==> config.mk <==
export PLATFORM = sky130hd
export DESIGN_NAME = linear_key_value_table_unit
export DESIGN_NICKNAME = d
export VERILOG_FILES = /design/src/rtl/lkvt_pkg.sv /design/src/rtl/lkvt_ctrl.sv /design/src/rtl/lkvt_datapath.sv /design/src/rtl/linear_key_value_table_unit.sv
export SDC_FILE = /design/constraint.sdc
export NUM_CORES = 2
export LEC_CHECK = 0
export ABC_CLOCK_PERIOD_IN_PS = 8500
export BUFFER_PORTS_ARGS = -buffer_cell sky130_fd_sc_hd__buf_2
export CAP_MARGIN = 5
export CORE_ASPECT_RATIO = 0.9
export CORE_UTILIZATION = 55
export CTS_CLUSTER_SIZE = 12
export DETAILED_ROUTE_END_ITERATION = 12
export PLACE_DENSITY = 0.71
export SLEW_MARGIN = 10
export SYNTH_ARGS = -nofsm -noshare
export SYNTH_HDL_FRONTEND = slang
export SYNTH_SLANG_ARGS = --single-unit
==> constraint.sdc <==
create_clock -name clk_i -period 8.5 [get_ports clk_i]
set_input_delay 1.275 -clock clk_i [delete_from_list [all_inputs] [get_ports clk_i]]
set_output_delay 1.275 -clock clk_i [all_outputs]
set_load 0.05 [all_outputs]
==> src/rtl/lkvt_pkg.sv <==
package lkvt_pkg;

  localparam int FieldBits = 32;
  localparam int CountFieldBits = 5;

  typedef enum logic [1:0] {
    KIND_APPEND = 2'd0,
    KIND_LOOKUP = 2'd1,
    KIND_REMOVE = 2'd2,
    KIND_CLEAR  = 2'd3
  } kind_e;

  typedef enum logic [1:0] {
    STATUS_OK   = 2'd0,
    STATUS_MISS = 2'd1,
    STATUS_FULL = 2'd2
  } status_e;

  typedef struct packed {
    kind_e                kind;
    logic [FieldBits-1:0] key;
    logic [FieldBits-1:0] value;
  } lkvt_in_t;

  typedef struct packed {
    status_e                   status;
    logic [FieldBits-1:0]      read_value;
    logic [CountFieldBits-1:0] entry_count;
  } lkvt_out_t;

  typedef struct packed {
    logic capture;
    logic compare;
    logic execute;
  } lkvt_cmd_t;

endpackage

==> src/rtl/lkvt_ctrl.sv <==
module lkvt_ctrl import lkvt_pkg::*; (
  input  logic      clk_i,
  input  logic      rst_ni,
  input  logic      in_valid_i,
  output logic      in_stall_o,
  output logic      out_valid_o,
  input  logic      out_stall_i,
  output lkvt_cmd_t cmd_o
);

  typedef enum logic [2:0] {
    ST_IDLE = 3'b001,
    ST_CMP  = 3'b010,
    ST_ACT  = 3'b100
  } state_e;

  state_e state_q, state_d;
  logic   out_valid_q, out_valid_d;
  logic   accept;

  assign in_stall_o  = (state_q != ST_IDLE);
  assign accept      = in_valid_i && !in_stall_o;
  assign out_valid_o = out_valid_q;

  assign cmd_o.capture = accept;
  assign cmd_o.compare = (state_q == ST_CMP);
  assign cmd_o.execute = (state_q == ST_ACT) && (!out_valid_q || !out_stall_i);

  always_comb begin
    state_d = state_q;
    case (state_q)
      ST_IDLE: begin
        if (accept) begin
          state_d = ST_CMP;
        end
      end
      ST_CMP: begin
        state_d = ST_ACT;
      end
      ST_ACT: begin
        if (cmd_o.execute) begin
          state_d = ST_IDLE;
        end
      end
      default: begin
        state_d = ST_IDLE;
      end
    endcase
  end

  always_comb begin
    out_valid_d = out_valid_q;
    if (cmd_o.execute) begin
      out_valid_d = 1'b1;
    end else if (out_valid_q && !out_stall_i) begin
      out_valid_d = 1'b0;
    end
  end

  always_ff @(posedge clk_i or negedge rst_ni) begin
    if (!rst_ni) begin
      state_q     <= ST_IDLE;
      out_valid_q <= 1'b0;
    end else begin
      state_q     <= state_d;
      out_valid_q <= out_valid_d;
    end
  end

  a_exec_fills_output: assert property (@(posedge clk_i) disable iff (!rst_ni)
    cmd_o.execute |=> out_valid_q)
    else $error("Executed operation did not produce an output beat.");

  a_accept_to_compare: assert property (@(posedge clk_i) disable iff (!rst_ni)
    accept |=> (state_q == ST_CMP))
    else $error("Accepted beat was not followed by the compare step.");

endmodule

==> src/rtl/lkvt_datapath.sv <==
module lkvt_datapath import lkvt_pkg::*; #(
  parameter int CAPACITY   = 16,
  parameter int KEY_BITS   = 32,
  parameter int VALUE_BITS = 32
) (
  input  logic      clk_i,
  input  logic      rst_ni,
  input  lkvt_cmd_t cmd_i,
  input  lkvt_in_t  in_item_i,
  output lkvt_out_t out_item_o
);

  localparam int CntW = $clog2(CAPACITY + 1);

  kind_e                 kind_q;
  logic [KEY_BITS-1:0]   key_q;
  logic [VALUE_BITS-1:0] val_q;
  logic [CntW-1:0]       count_q, count_d;
  logic [KEY_BITS-1:0]   keys_q [CAPACITY];
  logic [VALUE_BITS-1:0] vals_q [CAPACITY];
  logic [CAPACITY-1:0]   hit_q, hit_d;
  lkvt_out_t             out_q, out_d;

  logic [KEY_BITS+FieldBits-1:0]   key_ext;
  logic [VALUE_BITS+FieldBits-1:0] val_ext;
  logic [FieldBits+VALUE_BITS-1:0] rd_ext;
  logic [CountFieldBits+CntW-1:0]  cnt_ext;
  logic [CAPACITY-1:0]             low_mask;
  logic [CAPACITY-1:0]             first;
  logic [CAPACITY-1:0]             shift;
  logic                            found;
  logic                            full;
  logic                            do_append;
  logic                            do_remove;
  logic [VALUE_BITS-1:0]           rd_val;

  assign key_ext = {{KEY_BITS{1'b0}}, in_item_i.key};
  assign val_ext = {{VALUE_BITS{1'b0}}, in_item_i.value};

  always_ff @(posedge clk_i) begin
    if (cmd_i.capture) begin
      kind_q <= in_item_i.kind;
      key_q  <= key_ext[KEY_BITS-1:0];
      val_q  <= val_ext[VALUE_BITS-1:0];
    end
    if (cmd_i.compare) begin
      hit_q <= hit_d;
    end
    if (cmd_i.execute) begin
      out_q <= out_d;
    end
  end

  for (genvar i = 0; i < CAPACITY; i++) begin : g_cmp
    localparam logic [CntW-1:0] Idx = CntW'(i);
    assign hit_d[i] = (Idx < count_q) && (keys_q[i] == key_q);
  end

  // Isolating the lowest set hit bit picks the oldest matching entry.
  assign low_mask = hit_q ^ (hit_q - CAPACITY'(1));
  assign first    = hit_q & low_mask;
  assign shift    = ~low_mask | first;
  assign found    = |hit_q;
  assign full     = (count_q >= CntW'(CAPACITY));

  assign do_append = cmd_i.execute && (kind_q == KIND_APPEND) && !full;
  assign do_remove = cmd_i.execute && (kind_q == KIND_REMOVE) && found;

  always_comb begin
    rd_val = '0;
    for (int i = 0; i < CAPACITY; i++) begin
      rd_val = rd_val | (vals_q[i] & {VALUE_BITS{first[i]}});
    end
  end

  for (genvar i = 0; i < CAPACITY; i++) begin : g_cell
    localparam logic [CntW-1:0] Idx = CntW'(i);
    if (i + 1 < CAPACITY) begin : g_mid
      always_ff @(posedge clk_i) begin
        if (do_append && (count_q == Idx)) begin
          keys_q[i] <= key_q;
          vals_q[i] <= val_q;
        end else if (do_remove && shift[i]) begin
          keys_q[i] <= keys_q[i+1];
          vals_q[i] <= vals_q[i+1];
        end
      end
    end else begin : g_last
      always_ff @(posedge clk_i) begin
        if (do_append && (count_q == Idx)) begin
          keys_q[i] <= key_q;
          vals_q[i] <= val_q;
        end
      end
    end
  end

  always_comb begin
    count_d        = count_q;
    out_d.status   = STATUS_OK;
    rd_ext         = '0;
    case (kind_q)
      KIND_APPEND: begin
        if (full) begin
          out_d.status = STATUS_FULL;
        end else begin
          count_d = count_q + CntW'(1);
        end
      end
      KIND_LOOKUP: begin
        if (found) begin
          rd_ext = {{FieldBits{1'b0}}, rd_val};
        end else begin
          out_d.status = STATUS_MISS;
        end
      end
      KIND_REMOVE: begin
        if (found) begin
          count_d = count_q - CntW'(1);
        end else begin
          out_d.status = STATUS_MISS;
        end
      end
      KIND_CLEAR: begin
        count_d = '0;
      end
      default: begin
        count_d = count_q;
      end
    endcase
    cnt_ext           = {{CountFieldBits{1'b0}}, count_d};
    out_d.read_value  = rd_ext[FieldBits-1:0];
    out_d.entry_count = cnt_ext[CountFieldBits-1:0];
  end

  always_ff @(posedge clk_i or negedge rst_ni) begin
    if (!rst_ni) begin
      count_q <= '0;
    end else if (cmd_i.execute) begin
      count_q <= count_d;
    end
  end

  assign out_item_o = out_q;

  a_count_bounded: assert property (@(posedge clk_i) disable iff (!rst_ni)
    count_q <= CntW'(CAPACITY))
    else $error("Entry count exceeds the table capacity.");

  a_append_grows: assert property (@(posedge clk_i) disable iff (!rst_ni)
    do_append |=> (count_q == $past(count_q) + CntW'(1)))
    else $error("Accepted append did not grow the table by one entry.");

endmodule

==> src/rtl/linear_key_value_table_unit.sv <==
// Channel  Direction  Handshake                Payload
// in       input      in_valid_i / in_stall_o  in_item_i   (kind, key, value)
// out      output     out_valid_o / out_stall_i out_item_o (status, read_value, entry_count)
//
// Each operation runs in three steps: capture, a parallel key compare across all
// entries into a hit register, then the table update and result load.
// A new beat is taken once the update has been done, so one operation is in work at a time.
// A result waits in the output register, and a stalled output holds only the update step.
// Reset clears the entry count and the control state; entry contents are left as they are.
module linear_key_value_table_unit import lkvt_pkg::*; #(
  parameter int CAPACITY   = 16,
  parameter int KEY_BITS   = 32,
  parameter int VALUE_BITS = 32
) (
  input  logic      clk_i,
  input  logic      rst_ni,
  input  logic      in_valid_i,
  output logic      in_stall_o,
  input  lkvt_in_t  in_item_i,
  output logic      out_valid_o,
  input  logic      out_stall_i,
  output lkvt_out_t out_item_o
);

  lkvt_cmd_t cmd;

  lkvt_ctrl u_ctrl (
    .clk_i      (clk_i),
    .rst_ni     (rst_ni),
    .in_valid_i (in_valid_i),
    .in_stall_o (in_stall_o),
    .out_valid_o(out_valid_o),
    .out_stall_i(out_stall_i),
    .cmd_o      (cmd)
  );

  lkvt_datapath #(
    .CAPACITY  (CAPACITY),
    .KEY_BITS  (KEY_BITS),
    .VALUE_BITS(VALUE_BITS)
  ) u_datapath (
    .clk_i     (clk_i),
    .rst_ni    (rst_ni),
    .cmd_i     (cmd),
    .in_item_i (in_item_i),
    .out_item_o(out_item_o)
  );

endmodule
; ---- After elaboration in Yosys (flattened, before gate mapping)
; Memory sizes are Yosys's and may differ from the RTL's.
; Index checks and enable logic that the tools add are counted.
[op_classes]
magnitude_cmp = 17
add_sub_neg = 3
n_reduce_logical = 68
n_eq_ne = 40
muxes = 124
n_bitwise = 65
[ops]
columns = cell, count
row1 = 32-bit two-way mux, 32
row2 = 32-bit AND, 16
row3 = 32-bit == test, 16
row4 = 32-bit OR, 15
row5 = 1-bit two-way mux, 82
row6 = 32-bit OR reduction, 2
row7 = 1-bit logical AND, 54
row8 = 5-bit by 4-bit == test with 1-bit output (second input constant), 8
row9 = 4-bit by 5-bit less-than comparator with 1-bit output (first input constant), 8
row10 = 1-bit OR, 30
row11 = 5-bit by 3-bit == test with 1-bit output (second input constant), 4
row12 = 3-bit by 5-bit less-than comparator with 1-bit output (first input constant), 4
row13 = 16-bit AND, 1
row14 = 16-bit OR reduction, 1
row15 = 16-bit by 1-bit subtractor with 16-bit output (second input constant), 1
row16 = 16-bit bitwise XOR, 1
row17 = 15-bit NOT, 1
row18 = 15-bit OR, 1
row19 = 5-bit case mux with 3 select lines, 1
row20 = 5-bit by 2-bit == test with 1-bit output (second input constant), 2
row21 = 1-bit by 5-bit less-than comparator with 1-bit output (first input constant), 2
row22 = 2-bit by 5-bit less-than comparator with 1-bit output (first input constant), 2
row23 = 5-bit two-way mux, 2
row24 = 3-bit case mux with 3 select lines, 1
row25 = 22 further kinds, 30
[totals]
in_bits = 70
memories = 2
mem_bits_rw = 1024
wordCells = 329
register_bits = 130
[mem_list]
columns = memory, words, width, read_ports, rd_ports_with_merged_regs, write_ports, line_no
row1 = u_datapath.keys_q, 16, 32, 16, 0, 15, lkvt_datapath.sv:19  ; logic [KEY_BITS-1:0] keys_q [CAPACITY];
row2 = u_datapath.vals_q, 16, 32, 16, 0, 15, lkvt_datapath.sv:20  ; logic [VALUE_BITS-1:0] vals_q [CAPACITY];

; ---- Longest topological paths before layout
[depth]
ltp_word = 19
ltp_mapped = 11

; ---- Hierarchy
; From an unflattened synthesis, not the netlist that was laid out.
[unflattened]
cells_unflattened = 3844
hier_area_um2 = 56943.4
[by_module_without_submodules]
columns = module, cells_each, area_each_um2, instances
row1 = lkvt_datapath, 3825, 56719.4, 1
row2 = lkvt_ctrl, 19, 224.0, 1

; ---- Least setup slack after synthesis
; No wires, ideal clock.
[synth_path]
path_kind = input to register
from = input out_stall_i
to = memory u_datapath.keys_q[4][0], in the netlist u_datapath.keys_q[0][128], enable pin
n_path_buf = 1
cell_stages = 5
path_slack_ns = 1.259
required_time_ns = 7.916
arrival_ns = 6.657
cell_sequence = nand2_1 and3_1 buf_2 nand2_1 o32ai_1
[synth_lines]
columns = element, line_no
row1 = "start, declared", linear_key_value_table_unit.sv:21  ; input logic out_stall_i,
row2 = "end, declared", lkvt_datapath.sv:19

==> metrics.md <==
| Metric | Value |
|---|---|
| First-pass GRT wire length | `234800 um` |
| Core area | `around 100000 um^2` |
| Critical Path Start | `u_datapath.hit_q[1]` |
| Area Growth Syn to Fin | `9.139%` |
| Drt drc | `0` |
| Non-Filler Instances | `between 5000 and 6000` |
| Worst slew margin | `9.635%` |
| Post-Route Hold Slack | `around 0.42 ns` |
| Crit Path Class | `flip-flop to flip-flop` |
| Buf+Inv Stages, Crit Path | `3` |
| Yosys warning total | `0` |
| Final net count | `3855` |
| Post-DP Area | `between 50000 and 60000 um^2` |
| Critical path's slowest cell | `nand3_2` |
| Layout cells sized above 1 | `35.50%` |
| CP peak stage delay | `0.85 ns` |
| GR Overflow Total | `0` |
| Initial antenna violation count | `4` |
| Clock slew at reported path FFs | `0.06 ns` |
| # IOs | `111` |
| Placed cell count | `~5000` |
| Seq cells post-synth | `1154` |
| Seq/Total Area, Yosys | `60.19%` |
| Main combinational cell family by area after synthesis | `multiplexers` |
| Met1 Use GR | `a little under half` |
| Die area | `~110000 um^2` |
| Clock latency on the worst-skew pair | `around 0.72 ns` |
| H-tree levels | `3` |
| Worst-Margin Slew | `1.353 ns` |
| Worst Clk Skew | `0.04711 ns` |
| Post-route setup slack | `3.802 ns` |
| P_leak | `20.55 nW` |
| Layout Utilization | `60.52%` |
| Count of cell types in the netlist | `between 70 and 80` |
| Setup bufs post-CTS | `0` |
| Mux cell area share after synthesis | `19.60%` |
| Critical R2R Launch | `u_datapath.hit_q[1]` |
| Post-synthesis xor/xnor area fraction | `7.799%` |
| CTS sink cnt | `1154` |
| Vias per inst | `6.608` |
| CTS resizes | `0` |
| Clock buffer count from CTS | `117` |
| Port Buffers | `110` |
| EDFF count, synth | `1145` |
| Syn Nets | `3864` |
| Count leader, synth | `edfxtp_1` |
| Final period util | `55.27%` |
| Dpl hpwl | `96550 um` |
| Worst hold path class | `primary input to async pin` |
| Outcome | `completed` |
| Critical Path RT | `between 8 and 9 ns` |
| Synth area leader | `edfxtp_1` |
| Area contributors post-synth | `edfxtp_1, mux2_2, xor2_1` |
| Family with the most delay on the worst path | `simple AND/OR/NAND/NOR gates` |
| Die Y | `308.7 um` |
| Final WL | `161600 um` |
| Most used cell, CP | `buf_4` |
| Antenna Nets Post-Route | `0` |
| Total design power | `14.73 mW` |
| Drt wl/cell | `30.93 um` |
| Synthesized area | `57500 um^2` |
| Post-Syn Instances | `3784` |
| CP max FO | `42` |
| Simple-gate area share of the yosys netlist | `3.952%` |
| Hold Vio Cnt, Final | `0` |
| Gr usage total | `30.44%` |
| Power Density | `234.7 nW/um^2` |
| Top cells by count, synth | `edfxtp_1, mux2_2, xor2_1` |
| Startpoint Class | `flip-flop` |
| Max Fclk | `212.9 MHz` |
| RSZ-0062 raised after global routing | `false` |
| Post-place setup slack | `around 3.7 ns` |
| First DRT Iteration DRCs | `just over 5000` |
| Via count | `between 30000 and 40000` |
| Initial Utilization | `55.45%` |
| 1st-pass router iterations | `8` |
| Yosys top cell area share | `59.80%` |
| FP Rows | `112` |
| Clk root buf | `clkbuf_16` |
| Mean post-synth cell area | `approximately 15 um^2` |
| Arr. time, crit path | `~5.2 ns` |
| Top FF cell, synth | `edfxtp_1` |
| Worst setup EP type | `flip-flop` |
| Maxcap violations | `0` |
| Routability cong. | `0.8773` |
| Largest net degree at the start of global routing | `around 70` |
| Post-synthesis adder-cell area fraction | `0.2176%` |
| Setup TNS | `0 ns` |
| Top Usage Layer GRT | `met1` |
| CP cell instances | `buf_4, nor4_4, nand3_2, nor2_1, nand3b_1, buf_4, buf_4, mux2_2` |
| Max Root-Sink Buffers | `3` |
| Die width | `between 300 and 400 um` |
| Slew Viols, Final | `0` |
| Hold-fix buffers, CTS | `0` |
| Vias in the first global route | `33660` |
| CTS tree | `built` |
| Fin crit period | `4.698 ns` |
| Synth async-reset ratio | `0.7799%` |
| Compound-Gate Fraction of Synth Area | `5.272%` |
| Worst VDD drop | `~0.00018 V` |
| Met3 GRT Util | `between 6 and 7%` |
| Setup violators final | `0` |
| Met2 usage | `43.90%` |
| Design area | `62760 um^2` |
[registers in the layout, indices dropped and copies added (netlist names)]
name / count
u_datapath.kind_q: 2
u_datapath.count_q: 5
u_ctrl.out_valid_o: 1
u_datapath.val_q: 32
u_datapath.key_q: 32
u_ctrl.state_q: 3
u_datapath.keys_q: 512
u_datapath.vals_q: 512
u_datapath.hit_q: 16
u_datapath.out_item_o: 39
[placed cells by master, fill, tap and decap left out, drive strengths merged, types with 8 or more instances in the layout]
cell / n
a2111oi: 10
a211oi: 30
a21oi: 40
a221oi: 17
a222oi: 23
a22o: 28
a22oi: 102
a31oi: 25
a32oi: 19
a41oi: 8
and3: 14
buf: 216
clkbuf: 161
clkinv: 28
dfrtp: 8
edfxtp: 1145
ha: 10
inv: 14
mux2: 960
nand2: 67
nand3: 43
nand4: 60
nor2: 37
nor2b: 8
nor3: 28
nor4: 97
o211ai: 19
o21ai: 31
o221ai: 12
o2bb2ai: 17
xnor2: 166
xor2: 346
[layout make-up]
class,count,area (um^2)
Antenna cell,1,2.502
Multi-Input combinational cell,2276,21530
Timing Repair Buffer,216,1363
Inverter,10,37.54
Clock buffer,161,3114
Tap cell,1368,1712
Sequential cell,1154,34610
Fill cell,7815,40940
Clock inverter,39,387.9
[cells by family after synthesis]
group / after synthesis
and+or+nand+nor: 394
AOI/OAI and AO/OA: 399
adders and majority gates: 10
DFF: 1154
muxes: 961
buffers and inverters: 354
xor gates and xnor gates: 512
[report_power, final]
| group | leakage (nW) | internal [mW] | switching (mW) |
|---|---|---|---|
| Combinational | 8.42 | 1.22 | 1.57 |
| Clock | 1.68 | 2.72 | 2.20 |
| Sequential | 10.4 | 6.74 | 0.278 |
[layer usage]
layer / vias to the layer above / share of wire [%]
li1: 14610 / -
met1: 17790 / 44
met2: 1904 / 43
met3: 224 / 11
met4: 0 / 2.2
met5: - / 0
[worst paths after layout]
check,depth (start not counted),slack [ns],to
max reg2reg,8,3.80,u_datapath.keys_q[1][84]
max in group asynchronous,1,7.81,u_ctrl.state_q[0]
min,1,0.42,u_datapath.count_q[3]
min in group clk_i,1,0.56,u_datapath.vals_q[0][200]
max,8,3.80,u_datapath.keys_q[1][84]
min reg2reg,1,0.56,u_datapath.vals_q[0][200]
Note: power is estimated with default switching activity, not from simulation.
